<file path="config.mk">
export PLATFORM = sky130hd
export DESIGN_NAME = line_hash_duplicate_filter_top_flat
export DESIGN_NICKNAME = d
export VERILOG_FILES = /design/src/rtl/lhdf_pkg.sv /design/src/rtl/lhdf_req_if.sv /design/src/rtl/lhdf_rsp_if.sv /design/src/rtl/lhdf_ctrl.sv /design/src/rtl/lhdf_datapath.sv /design/src/rtl/line_hash_duplicate_filter_top.sv /design/src/flat_wrapper.sv
export SDC_FILE = /design/constraint.sdc
export NUM_CORES = 1
export LEC_CHECK = 0
export BUFFER_PORTS_ARGS = -buffer_cell sky130_fd_sc_hd__buf_4
export CELL_PAD_IN_SITES_DETAIL_PLACEMENT = 1
export CELL_PAD_IN_SITES_GLOBAL_PLACEMENT = 1
export CORE_MARGIN = 1.5
export CORE_UTILIZATION = 58
export CTS_BUF_LIST = sky130_fd_sc_hd__clkbuf_2 sky130_fd_sc_hd__clkbuf_4 sky130_fd_sc_hd__clkbuf_8
export DETAILED_ROUTE_END_ITERATION = 12
export GPL_TIMING_DRIVEN = 0
export PLACE_DENSITY_LB_ADDON = 0.1
export SLEW_MARGIN = 5
export SYNTH_ARGS = -nofsm -noshare
export SYNTH_HDL_FRONTEND = slang
export SYNTH_SLANG_ARGS = --single-unit
export TNS_END_PERCENT = 30
</file>
<file path="constraint.sdc">
create_clock -name clock -period 8.3 [get_ports clock]
set_clock_uncertainty 0.1 [all_clocks]
set_input_delay 2.49 -clock clock [delete_from_list [all_inputs] [get_ports clock]]
set_output_delay 2.49 -clock clock [all_outputs]
set_load 0.1 [all_outputs]
</file>
<file path="src/rtl/lhdf_pkg.sv">
// ============================================================================
// lhdf_pkg: shared types and constants for the line hash duplicate filter
// FNV-1a constants, controller state encoding, command and status bundles.
// ============================================================================
`default_nettype none

package lhdf_pkg;

   // FNV-1a 32-bit constants
   localparam logic [31:0] FNV_BASIS = 32'd2166136261;
   localparam logic [31:0] FNV_PRIME = 32'd16777619;

   // default ring depth
   localparam int RING_SLOTS_DEF = 32;

   // controller states
   typedef enum logic {
      ST_IDLE,
      ST_LOOKUP
   } state_type;

   // controller to datapath
   typedef struct packed {
      logic fold;        // request accepted: fold its byte
      logic start_scan;  // line end accepted: latch key, restart scan
      logic scan;        // step the ring scan
      logic commit;      // load result, update ring
   } cmd_type;

   // datapath to controller
   typedef struct packed {
      logic scan_done;   // every valid entry compared
      logic out_busy;    // result register holds an untaken result
   } sts_type;

   // one FNV-1a step: xor the byte in, multiply modulo 2^32
   function automatic logic [31:0] fnv_fold(input logic [31:0] hash,
                                             input logic [7:0]  data);
      logic [31:0] mixed;
      mixed    = hash ^ {24'd0, data};
      fnv_fold = mixed * FNV_PRIME;
   endfunction

endpackage

`default_nettype wire

</file>
<file path="src/rtl/lhdf_req_if.sv">
// ============================================================================
// lhdf_req_if: request channel of the line hash duplicate filter
// One byte of a text line per request, with presence and end-of-line flags.
// ============================================================================
`default_nettype none

interface lhdf_req_if;
   logic       valid;
   logic       ready;
   logic [7:0] char_byte;
   logic       byte_present;
   logic       end_of_line;

   modport source (output valid, output char_byte, output byte_present,
                   output end_of_line, input ready);
   modport sink   (input valid, input char_byte, input byte_present,
                   input end_of_line, output ready);
endinterface

`default_nettype wire

</file>
<file path="src/rtl/lhdf_rsp_if.sv">
// ============================================================================
// lhdf_rsp_if: result channel of the line hash duplicate filter
// One result per completed line: duplicate flag and final line hash.
// ============================================================================
`default_nettype none

interface lhdf_rsp_if;
   logic        valid;
   logic        ready;
   logic        is_duplicate;
   logic [31:0] line_hash;

   modport source (output valid, output is_duplicate, output line_hash,
                   input ready);
   modport sink   (input valid, input is_duplicate, input line_hash,
                   output ready);
endinterface

`default_nettype wire

</file>
<file path="src/rtl/lhdf_ctrl.sv">
// ============================================================================
// lhdf_ctrl: controller of the line hash duplicate filter
// Takes requests while idle and sequences the ring lookup at each line end.
// ============================================================================
`default_nettype none

module lhdf_ctrl
   import lhdf_pkg::*;
(
   input  wire logic    clock,
   input  wire logic    reset,
   input  wire logic    req_valid,
   input  wire logic    req_eol,
   output logic         req_ready,
   input  wire sts_type sts,
   output cmd_type      cmd
);

   state_type state_ff;
   state_type state_in;

   // state register
   always_ff @(posedge clock) begin
      if (reset) begin
         state_ff <= ST_IDLE;
      end else begin
         state_ff <= state_in;
      end
   end

   // next state
   always_comb begin
      state_in = state_ff;
      case (state_ff)
         ST_IDLE: begin
            if (req_valid && req_eol) state_in = ST_LOOKUP;
         end
         ST_LOOKUP: begin
            if (sts.scan_done && !sts.out_busy) state_in = ST_IDLE;
         end
         default: state_in = ST_IDLE;
      endcase
   end

   // outputs
   always_comb begin
      cmd       = '0;
      req_ready = 1'b0;
      case (state_ff)
         ST_IDLE: begin
            req_ready      = 1'b1;
            cmd.fold       = req_valid;
            cmd.start_scan = req_valid && req_eol;
         end
         ST_LOOKUP: begin
            cmd.scan   = 1'b1;
            cmd.commit = sts.scan_done && !sts.out_busy;
         end
         default: begin
            cmd       = '0;
            req_ready = 1'b0;
         end
      endcase
   end

endmodule

`default_nettype wire

</file>
<file path="src/rtl/lhdf_datapath.sv">
// ============================================================================
// lhdf_datapath: hash, ring memory and result register
// Folds bytes into the FNV-1a hash, scans the ring one entry a cycle and
// holds the result until it is taken.
// ============================================================================
`default_nettype none

module lhdf_datapath
   import lhdf_pkg::*;
#(
   parameter int RING_SLOTS = RING_SLOTS_DEF
)
(
   input  wire logic        clock,
   input  wire logic        reset,
   input  wire logic [7:0]  char_byte,
   input  wire logic        byte_present,
   input  wire cmd_type     cmd,
   output sts_type          sts,
   output logic             rsp_valid,
   input  wire logic        rsp_ready,
   output logic             rsp_is_duplicate,
   output logic [31:0]      rsp_line_hash
);

   localparam int ADDR_W = (RING_SLOTS > 1) ? $clog2(RING_SLOTS) : 1;
   localparam int CNT_W  = $clog2(RING_SLOTS + 1);
   localparam logic [CNT_W-1:0]  SLOTS_C = CNT_W'(RING_SLOTS);
   localparam logic [ADDR_W-1:0] LAST_C  = ADDR_W'(RING_SLOTS - 1);

   logic [31:0]       hash_ff, hash_in;
   logic [31:0]       key_ff, key_in;
   logic [ADDR_W-1:0] head_ff, head_in;
   logic [CNT_W-1:0]  count_ff, count_in;
   logic [CNT_W-1:0]  scan_ff, scan_in;
   logic              pend_ff, pend_in;
   logic              match_ff, match_in;
   logic              rsp_valid_ff, rsp_valid_in;
   logic              rsp_dup_ff, rsp_dup_in;
   logic [31:0]       rsp_hash_ff, rsp_hash_in;
   logic [31:0]       rd_data_ff;
   logic [31:0]       ring_mem [RING_SLOTS];

   logic [31:0]       fold_hash;
   logic              scan_more;
   logic              scan_rd;
   logic              mem_we;
   logic [ADDR_W-1:0] rd_addr;

   // byte fold
   assign fold_hash = byte_present ? fnv_fold(hash_ff, char_byte) : hash_ff;

   // scan control: entries 0 .. count-1 are exactly the written ones
   assign scan_more = (scan_ff < count_ff);
   assign scan_rd   = cmd.scan && scan_more;
   assign rd_addr   = scan_ff[ADDR_W-1:0];
   assign mem_we    = cmd.commit && !match_ff;

   // next values
   always_comb begin
      hash_in      = hash_ff;
      key_in       = key_ff;
      head_in      = head_ff;
      count_in     = count_ff;
      scan_in      = scan_ff;
      match_in     = match_ff;
      rsp_dup_in   = rsp_dup_ff;
      rsp_hash_in  = rsp_hash_ff;
      rsp_valid_in = rsp_valid_ff && !rsp_ready;
      pend_in      = scan_rd;

      if (cmd.fold) begin
         hash_in = cmd.start_scan ? FNV_BASIS : fold_hash;
      end
      if (cmd.start_scan) begin
         key_in   = fold_hash;
         scan_in  = '0;
         match_in = 1'b0;
      end
      if (scan_rd) scan_in = scan_ff + 1'b1;
      if (pend_ff && (rd_data_ff == key_ff)) match_in = 1'b1;

      // line end result and ring update
      if (cmd.commit) begin
         rsp_valid_in = 1'b1;
         rsp_dup_in   = match_ff;
         rsp_hash_in  = key_ff;
         if (!match_ff) begin
            head_in = (head_ff == LAST_C) ? '0 : head_ff + 1'b1;
            if (count_ff != SLOTS_C) count_in = count_ff + 1'b1;
         end
      end
   end

   // control registers
   always_ff @(posedge clock) begin
      if (reset) begin
         hash_ff      <= FNV_BASIS;
         head_ff      <= '0;
         count_ff     <= '0;
         scan_ff      <= '0;
         pend_ff      <= 1'b0;
         rsp_valid_ff <= 1'b0;
      end else begin
         hash_ff      <= hash_in;
         head_ff      <= head_in;
         count_ff     <= count_in;
         scan_ff      <= scan_in;
         pend_ff      <= pend_in;
         rsp_valid_ff <= rsp_valid_in;
      end
   end

   // payload registers
   always_ff @(posedge clock) begin
      key_ff      <= key_in;
      match_ff    <= match_in;
      rsp_dup_ff  <= rsp_dup_in;
      rsp_hash_ff <= rsp_hash_in;
   end

   // ring memory: one write port, one registered read port
   always_ff @(posedge clock) begin
      if (mem_we) ring_mem[head_ff] <= key_ff;
      if (scan_rd) rd_data_ff <= ring_mem[rd_addr];
   end

   // status and outputs
   assign sts.scan_done  = !scan_more && !pend_ff;
   assign sts.out_busy   = rsp_valid_ff && !rsp_ready;
   assign rsp_valid        = rsp_valid_ff;
   assign rsp_is_duplicate = rsp_dup_ff;
   assign rsp_line_hash    = rsp_hash_ff;

endmodule

`default_nettype wire

</file>
<file path="src/rtl/line_hash_duplicate_filter_top.sv">
// ============================================================================
// line_hash_duplicate_filter_top: duplicate-line filter on FNV-1a hashes
// Hashes the bytes of each line and flags lines whose hash is among the
// most recent distinct line hashes held in a ring.
// ============================================================================
//
//  channel   direction  payload                                  handshake
//  req_bus   in         char_byte, byte_present, end_of_line      valid/ready
//  rsp_bus   out        is_duplicate, line_hash                   valid/ready
//
//  A request that does not end a line is folded with one FNV-1a multiply.
//  A line end holds off requests while the ring is compared one entry a cycle
//  through the single memory read port, and longer while an earlier result is
//  still untaken.
//  Bytes keep flowing while a result waits; a line end waits for it to go.
//  Synchronous reset; the ring memory needs no clearing pass.
// ============================================================================
`default_nettype none

module line_hash_duplicate_filter_top
   import lhdf_pkg::*;
#(
   parameter int RING_SLOTS = RING_SLOTS_DEF
)
(
   input  wire logic  clock,
   input  wire logic  reset,
   lhdf_req_if.sink   req_bus,
   lhdf_rsp_if.source rsp_bus
);

   cmd_type cmd;
   sts_type sts;

   // controller
   lhdf_ctrl u_ctrl (
      .clock     (clock),
      .reset     (reset),
      .req_valid (req_bus.valid),
      .req_eol   (req_bus.end_of_line),
      .req_ready (req_bus.ready),
      .sts       (sts),
      .cmd       (cmd)
   );

   // datapath
   lhdf_datapath #(
      .RING_SLOTS (RING_SLOTS)
   ) u_datapath (
      .clock            (clock),
      .reset            (reset),
      .char_byte        (req_bus.char_byte),
      .byte_present     (req_bus.byte_present),
      .cmd              (cmd),
      .sts              (sts),
      .rsp_valid        (rsp_bus.valid),
      .rsp_ready        (rsp_bus.ready),
      .rsp_is_duplicate (rsp_bus.is_duplicate),
      .rsp_line_hash    (rsp_bus.line_hash)
   );

`ifndef SYNTH
   // a result is never loaded over one still waiting
   a_commit_free: assert property (@(posedge clock) disable iff (reset)
      cmd.commit |-> !sts.out_busy)
      else $error("result loaded over an untaken result");

   // a line end closes the request side for the lookup
   a_lookup_blocks: assert property (@(posedge clock) disable iff (reset)
      cmd.start_scan |=> !req_bus.ready)
      else $error("request taken during ring lookup");

   // every commit shows a result next cycle
   a_commit_shows: assert property (@(posedge clock) disable iff (reset)
      cmd.commit |=> rsp_bus.valid)
      else $error("committed result not presented");
`endif

endmodule

`default_nettype wire

</file>
<file path="src/flat_wrapper.sv">
// flat-port wrapper written by rule: the top's interface ports become plain ports
module line_hash_duplicate_filter_top_flat import lhdf_pkg::*;
#(
   parameter int RING_SLOTS = RING_SLOTS_DEF
)
  (clock, reset, req_bus_valid, req_bus_char_byte, req_bus_byte_present, req_bus_end_of_line, req_bus_ready, rsp_bus_valid, rsp_bus_is_duplicate, rsp_bus_line_hash, rsp_bus_ready);
  lhdf_req_if req_bus_i ();
  lhdf_rsp_if rsp_bus_i ();
  input  wire logic clock;
  input  wire logic reset;
  input wire logic [$bits(req_bus_i.valid)-1:0] req_bus_valid;
  input wire logic [$bits(req_bus_i.char_byte)-1:0] req_bus_char_byte;
  input wire logic [$bits(req_bus_i.byte_present)-1:0] req_bus_byte_present;
  input wire logic [$bits(req_bus_i.end_of_line)-1:0] req_bus_end_of_line;
  output wire logic [$bits(req_bus_i.ready)-1:0] req_bus_ready;
  output wire logic [$bits(rsp_bus_i.valid)-1:0] rsp_bus_valid;
  output wire logic [$bits(rsp_bus_i.is_duplicate)-1:0] rsp_bus_is_duplicate;
  output wire logic [$bits(rsp_bus_i.line_hash)-1:0] rsp_bus_line_hash;
  input wire logic [$bits(rsp_bus_i.ready)-1:0] rsp_bus_ready;
  assign req_bus_i.valid = req_bus_valid;
  assign req_bus_i.char_byte = req_bus_char_byte;
  assign req_bus_i.byte_present = req_bus_byte_present;
  assign req_bus_i.end_of_line = req_bus_end_of_line;
  assign req_bus_ready = req_bus_i.ready;
  assign rsp_bus_valid = rsp_bus_i.valid;
  assign rsp_bus_is_duplicate = rsp_bus_i.is_duplicate;
  assign rsp_bus_line_hash = rsp_bus_i.line_hash;
  assign rsp_bus_i.ready = rsp_bus_ready;
  line_hash_duplicate_filter_top #(.RING_SLOTS(RING_SLOTS)) u_core (.clock(clock), .reset(reset), .req_bus(req_bus_i), .rsp_bus(rsp_bus_i));
endmodule
</file>
# Yosys cells after proc, flatten, opt, wreduce, memory -nomap -nowiden
# Memory sizes are Yosys's and may differ from the RTL's. A register that Yosys moved wholly into a read port is not among the register bits.
# Cells that the tools add are included.
[op_classes] n_bitwise=3 n_mul=1 n_addsub=3 reduce_logical=15 eq_ne=3 magnitude_cmp=1 n_mux=14
[op_table] operator="$mux W32" n=2
[op_table] operator="$eq A32 B32 Y1" n=1
[op_table] operator="$mul A32 B25 Y32 const B" n=1
[op_table] operator="$xor A32 B8 Y32" n=1
[op_table] operator="$add A6 B1 Y6 const B" n=2
[op_table] operator="$mux W6" n=2
[op_table] operator="$logic_and A1 B1 Y1" n=7
[op_table] operator="$lt A6 B6 Y1" n=1
[op_table] operator="$mux W1" n=6
[op_table] operator="$ne A6 B6 Y1 const B" n=1
[op_table] operator="$add A5 B1 Y5 const B" n=1
[op_table] operator="$eq A5 B5 Y1 const B" n=1
[op_table] operator="$logic_not A1 Y1" n=5
[op_table] operator="$mux W5" n=1
[op_table] operator="$mux W2" n=2
[op_table] operator="$reduce_and A3 Y1" n=1
[op_table] operator="$not A1 Y1" n=2
[op_table] operator="$pmux W1 S2" n=1
[op_table] operator="$reduce_and A2 Y1" n=1
[op_table] operator="$reduce_bool A2 Y1" n=1
[word_totals] out_inout_bits=35 ramBits=1024 memories=1 regBits=118 input_bits=14
[mem_list] memory="u_core.u_datapath.ring_mem" depth=32 word_bits=32 read_ports=1 rd_ports_with_merged_regs=1 write_ports=1 line="lhdf_datapath.sv:42" source="logic [31:0] ring_mem [RING_SLOTS];"

# Longest topological paths before layout
[logic_depth] depth_word=8 depth_mapped=22 mapped_depth_nobuf=22

# Modules after synthesis
# A second synthesis with hierarchy kept.
[hier_totals] cells_unflattened=2576 area_unflattened_um2=50556.0
[modules_own_cells] mod="lhdf_datapath" seq_area_each_um2=34703.3 cells_each=2567 n_inst=1 area_per_inst_um2=50475.9
[modules_own_cells] mod="lhdf_ctrl" seq_area_each_um2=20.0 cells_each=9 n_inst=1 area_per_inst_um2=80.1

# Worst setup path after synthesis
# No wires, ideal clock.
[synth_timing] path_type="input to register" start="input req_bus_char_byte[7]" end="register u_core.u_datapath.key_ff[31], data pin" path_slack_ns=0.656 arrival_time_ns=7.272 setup_ns=0.272 required_ns=7.928 cell_stages=22 cell_sequence="xnor2_1 -> inv_1 -> ha_1 -> ha_1 -> fa_1 -> ha_1 -> fa_1 -> ha_1 -> inv_1 -> fa_1 -> inv_1 -> ha_1 -> a21oi_1 -> nor3_1 -> a211o_1 -> nor3_1 -> o21ai_1 -> o2111a_1 -> a311o_1 -> o31ai_2 -> xor2_1 -> mux2i_1"
[synth_between] elab_chain_len=3
[synth_rtl] element="start, declared" line="flat_wrapper.sv:12" source="input wire logic [$bits(req_bus_i.char_byte)-1:0] req_bus_char_byte;"
[synth_rtl] element="$xor A32 B8 Y32" line="lhdf_pkg.sv:40" source="mixed = hash ^ {24'd0, data};"
[synth_rtl] element="$mul A32 B25 Y32" line="lhdf_pkg.sv:41" source="fnv_fold = mixed * FNV_PRIME;"
[synth_rtl] element="$mux W32" line="lhdf_datapath.sv:51" source="assign fold_hash = byte_present ? fnv_fold(hash_ff, char_byte) : hash_ff;"
[synth_rtl] element="named net u_core.u_datapath.fold_hash[31]" line="lhdf_datapath.sv:44" source="logic [31:0] fold_hash;"
[synth_rtl] element="end signal, assigned" line="lhdf_datapath.sv:116" source="key_ff <= key_in;"
[synth_rtl] element="end, declared" line="lhdf_datapath.sv:32" source="logic [31:0] key_ff, key_in;"
# The timed path passes the listed nets, and every way through them passes these cells.
# A chain may end at the register's enable or synchronous reset.

# Worst setup path after layout
[layout_timing] start="input req_bus_char_byte[5]" end="register u_core.u_datapath.key_ff[22], data pin"
# The elaborated chain is that of the path after synthesis.

==> summary.txt <==
Status - finished clean
Starting Density - 58.8%
# DRC - 0
Area fraction of the dominant cell type after synthesis - 66.9%
Reg-to-Reg End - u_core.u_datapath.key_ff[22]$_DFFE_PP_
Largest net degree at the start of global routing - 35
Area contributors post-synth - edfxtp_1 (67%), mux4_2 (14%), ha_1 (4.9%)
Vias - 27300
R2R setup slack - 1530 ps
Routability congestion estimate - 0.841
CP arrival - 8520 ps
Setup-failing EPs final - 0
Comb pwr share - 42.1%
FMAX - 122 MHz
Hold Fails Final Rpt - 0
Fraction of registers with async set/reset - 0%
Port buffer count - 47
Grt ovf - 0
Post-layout min period - 8170 ps
Hold EP - u_core.u_datapath.hash_ff[6]$_SDFFE_PP1P_
Routed Wire Length - 145 mm
Sum Neg Setup Slack - 0 ps
Yosys reg bits - 1174
Net Sw Power - 8.84 mW
Worst min path class - flop to flop
Sw frac - 39.5%
HPWL after detailed placement - 96.8 mm
Core area - 0.0855 mm²
Die width - 297 µm
Flop pwr share - 36.7%
RR Startpoint - u_core.u_datapath.hash_ff[5]$_SDFFE_PP0P_
Final core utilization - 66.7%
Number of global-route vias before repair - 29100
Leak - 19.1 nW
RSZ-0062 raised after global routing - false
CP max FO - 6
Synth area leader - edfxtp_1
Reg clk slew, reported paths - 70 ps
Worst slew pin tran - 1380 ps
Antenna-violating nets left - 0
Critical path class - primary input to flop
Fin. max-slew vios - 0
CTS tree - yes
Total Routing Usage GR - 33.7%
Clock Latency Late Sink - 840 ps
Int Pwr - 13.5 mW
DR iter-0 viols - 3833
CTS max path bufs - 3
Area growth syn-to-layout - 13.4%
Number of I/O pins - 49
First-pass GRT wire length - 208 mm
Setup bufs post-CTS - 0
Die height - 297 µm
Routed len/inst - 35.3 µm
Area occupied by multi-input gates - 0.0148 mm²
Syn Area/Cell - 19.8 µm²
Worst slew margin - 7.89%
Die area - 0.0885 mm²
Hold buffers post-CTS - 0
Period utilization - 98.4%
Layout fillers - 6985
Drt pass-1 iters - 5
Htree depth - 4
Synth Cell Area - 0.0503 mm²
Crit path required time - 8650 ps
Mapped Cells - 2536
# resized after CTS - 0
Max-cap check violation count - 0
Power Density - 392 mW/mm²
Clk pwr share - 21.2%
Nets - 3104
Root Buffer - clkbuf_8
Average via count per standard cell - 6.65
Setup crit start kind - primary input
Clk sinks - 1174
Worst setup EP type - flop
Number of enable flip-flop cells after synthesis - 1121
Register area - 0.0347 mm²
Seq/Total Area, Yosys - 69.0%
Yosys cell types - 59
Ys flop type - edfxtp_1
CTS buffer count - 177
Initial antenna violation count - 1
Worst vdd ir - 0.693 mV
Hold Path Origin - u_core.u_datapath.hash_ff[6]$_SDFFE_PP1P_
Syn nets - 2822
Hold path cells - 2
Row cnt - 107
Worst R2R Path Depth - 20
Ys Warns - 0
Proportion of layout cells with a drive suffix above 1 - 27.5%
-- power by group through the flow --
stage / Clock [mW] / Sequential, mW / Combinational, mW
finish: 4.75 / 8.20 / 9.42
global route: 5.00 / 8.24 / 10.4
CTS: 4.78 / 8.21 / 9.30
detailed placement: 0 / 8.34 / 9.17
global placement: 0 / 8.25 / 8.77
floorplan: 0 / 8.03 / 6.24
-- cells in the final DEF, fill, tap and decap left out, types with 48 or more instances in the layout --
master    netlist  layout
ha_1          198     198
dfxtp_1        53      53
nor2_1         80      48
fa_1           74      74
clkbuf_4        0      61
clkbuf_1       65      63
mux2_2         57      57
edfxtp_1     1121    1121
buf_4           0      54
clkbuf_8        0     191
inv_1         183     181
mux4_2        320     320
xnor2_1        56      56
-- critical path, cell delays in order --
cell	delay [ps]
buf_4	150
xor2_1	760
ha_1	380
ha_1	320
fa_1	440
ha_1	220
fa_1	460
ha_1	290
inv_1	40
fa_1	470
inv_1	40
ha_1	400
nand2_1	130
nor3_1	60
o2111ai_1	190
nand2_1	180
a41o_1	320
o311ai_0	510
nand3_1	200
nand3_1	130
o21ai_0	330
-- registers in the layout, indices dropped and copies added, names as in the netlist, 5 cells and up --
name                             count
u_core.u_datapath.ring_mem        1024
u_core.u_datapath.hash_ff           32
u_core.u_datapath.key_ff            32
u_core.u_datapath.rd_data_ff        32
u_core.u_datapath.rsp_line_hash     32
u_core.u_datapath.count_ff           6
u_core.u_datapath.scan_ff            6
u_core.u_datapath.head_ff            5
-- kinds of logic (layout without fill, tap and decap cells) --
logic type	after synthesis	after routing	synth area share, %
adder cells (fa/ha/maj)	272	272	7.87
flip-flops	1174	1174	69.0
AO/OA/AOI/OAI	124	124	1.66
buffers and inverters	279	699	2.12
AND/OR/NAND/NOR	213	213	2.00
other	0	2	0
multiplexers	383	383	15.7
XOR/XNOR	91	91	1.58
-- Yosys cell counts (all sizes together), types with 6 or more instances --
library cell and n:
nor2b 10, nor2 80, nand4 7, o211ai 6, a22oi 9, inv 183
nor3 12, ha 198, buf 31, xnor2 56, fa 74, edfxtp 1121
o21ai 23, mux2i 6, dfxtp 53, a22o 8, xor2 35, clkbuf 65
mux2 57, nand3 21, nand2b 8, a21oi 36, or3 6, mux4 320
nand2 48, a21o 13
-- stage by stage --
step           cells  total power [mW]  hold slack (ps)  cell area, µm²  setup WS [ps]
5_1_grt         4101              23.6              480           57000           16.8
6_report        4102              22.4              444           57000            131
3_5_place_dp    3781              17.5              403           53500           -821
3_3_place_gp    3727              17.0              393           52100          -2760
2_1_floorplan   2536              14.3              373           50300            656
4_1_cts         4098              22.3              413           57000           65.1
-- how the worst max path moves through the flow --
stage	startpoint	endpoint	slack, ps	depth (start not counted)
floorplan	req_bus_char_byte[7]	u_core.u_datapath.key_ff[31]$_DFFE_PP_	660	22
global placement	rsp_bus_ready	u_core.u_datapath.rsp_line_hash[12]$_DFFE_PP_	-2760	3
detailed placement	req_bus_char_byte[6]	u_core.u_datapath.key_ff[31]$_DFFE_PP_	-820	22
CTS	req_bus_char_byte[6]	u_core.u_datapath.key_ff[31]$_DFFE_PP_	70	22
global route	req_bus_char_byte[5]	u_core.u_datapath.key_ff[22]$_DFFE_PP_	20	21
finish	req_bus_char_byte[5]	u_core.u_datapath.key_ff[22]$_DFFE_PP_	130	21
-- cell type report --
cell class	count	area share, %
inverters	183	1.20
multi-input cells	1083	25.9
diodes	2	0.00877
clock inverters	65	0.638
plain buffers	96	0.673
flip-flops and latches	1174	60.9
clock buffers	252	5.41
well taps	1144	2.51
repair buffers	103	2.78
-- per-layer routing --
layer / share of wire [%] / wire [µm] / vias up / GRT usage [%]
met3: 9.6 / 13900 / 338 / 6.44
met4: 3.9 / 5650 / 0 / 13.5
met1: 39 / 55800 / 14500 / 47.2
met2: 48 / 69300 / 1794 / 52.9
li1: - / - / 10700 / -
met5: 0 / 0 / - / 0
Note: power is estimated with default switching activity, not from simulation.
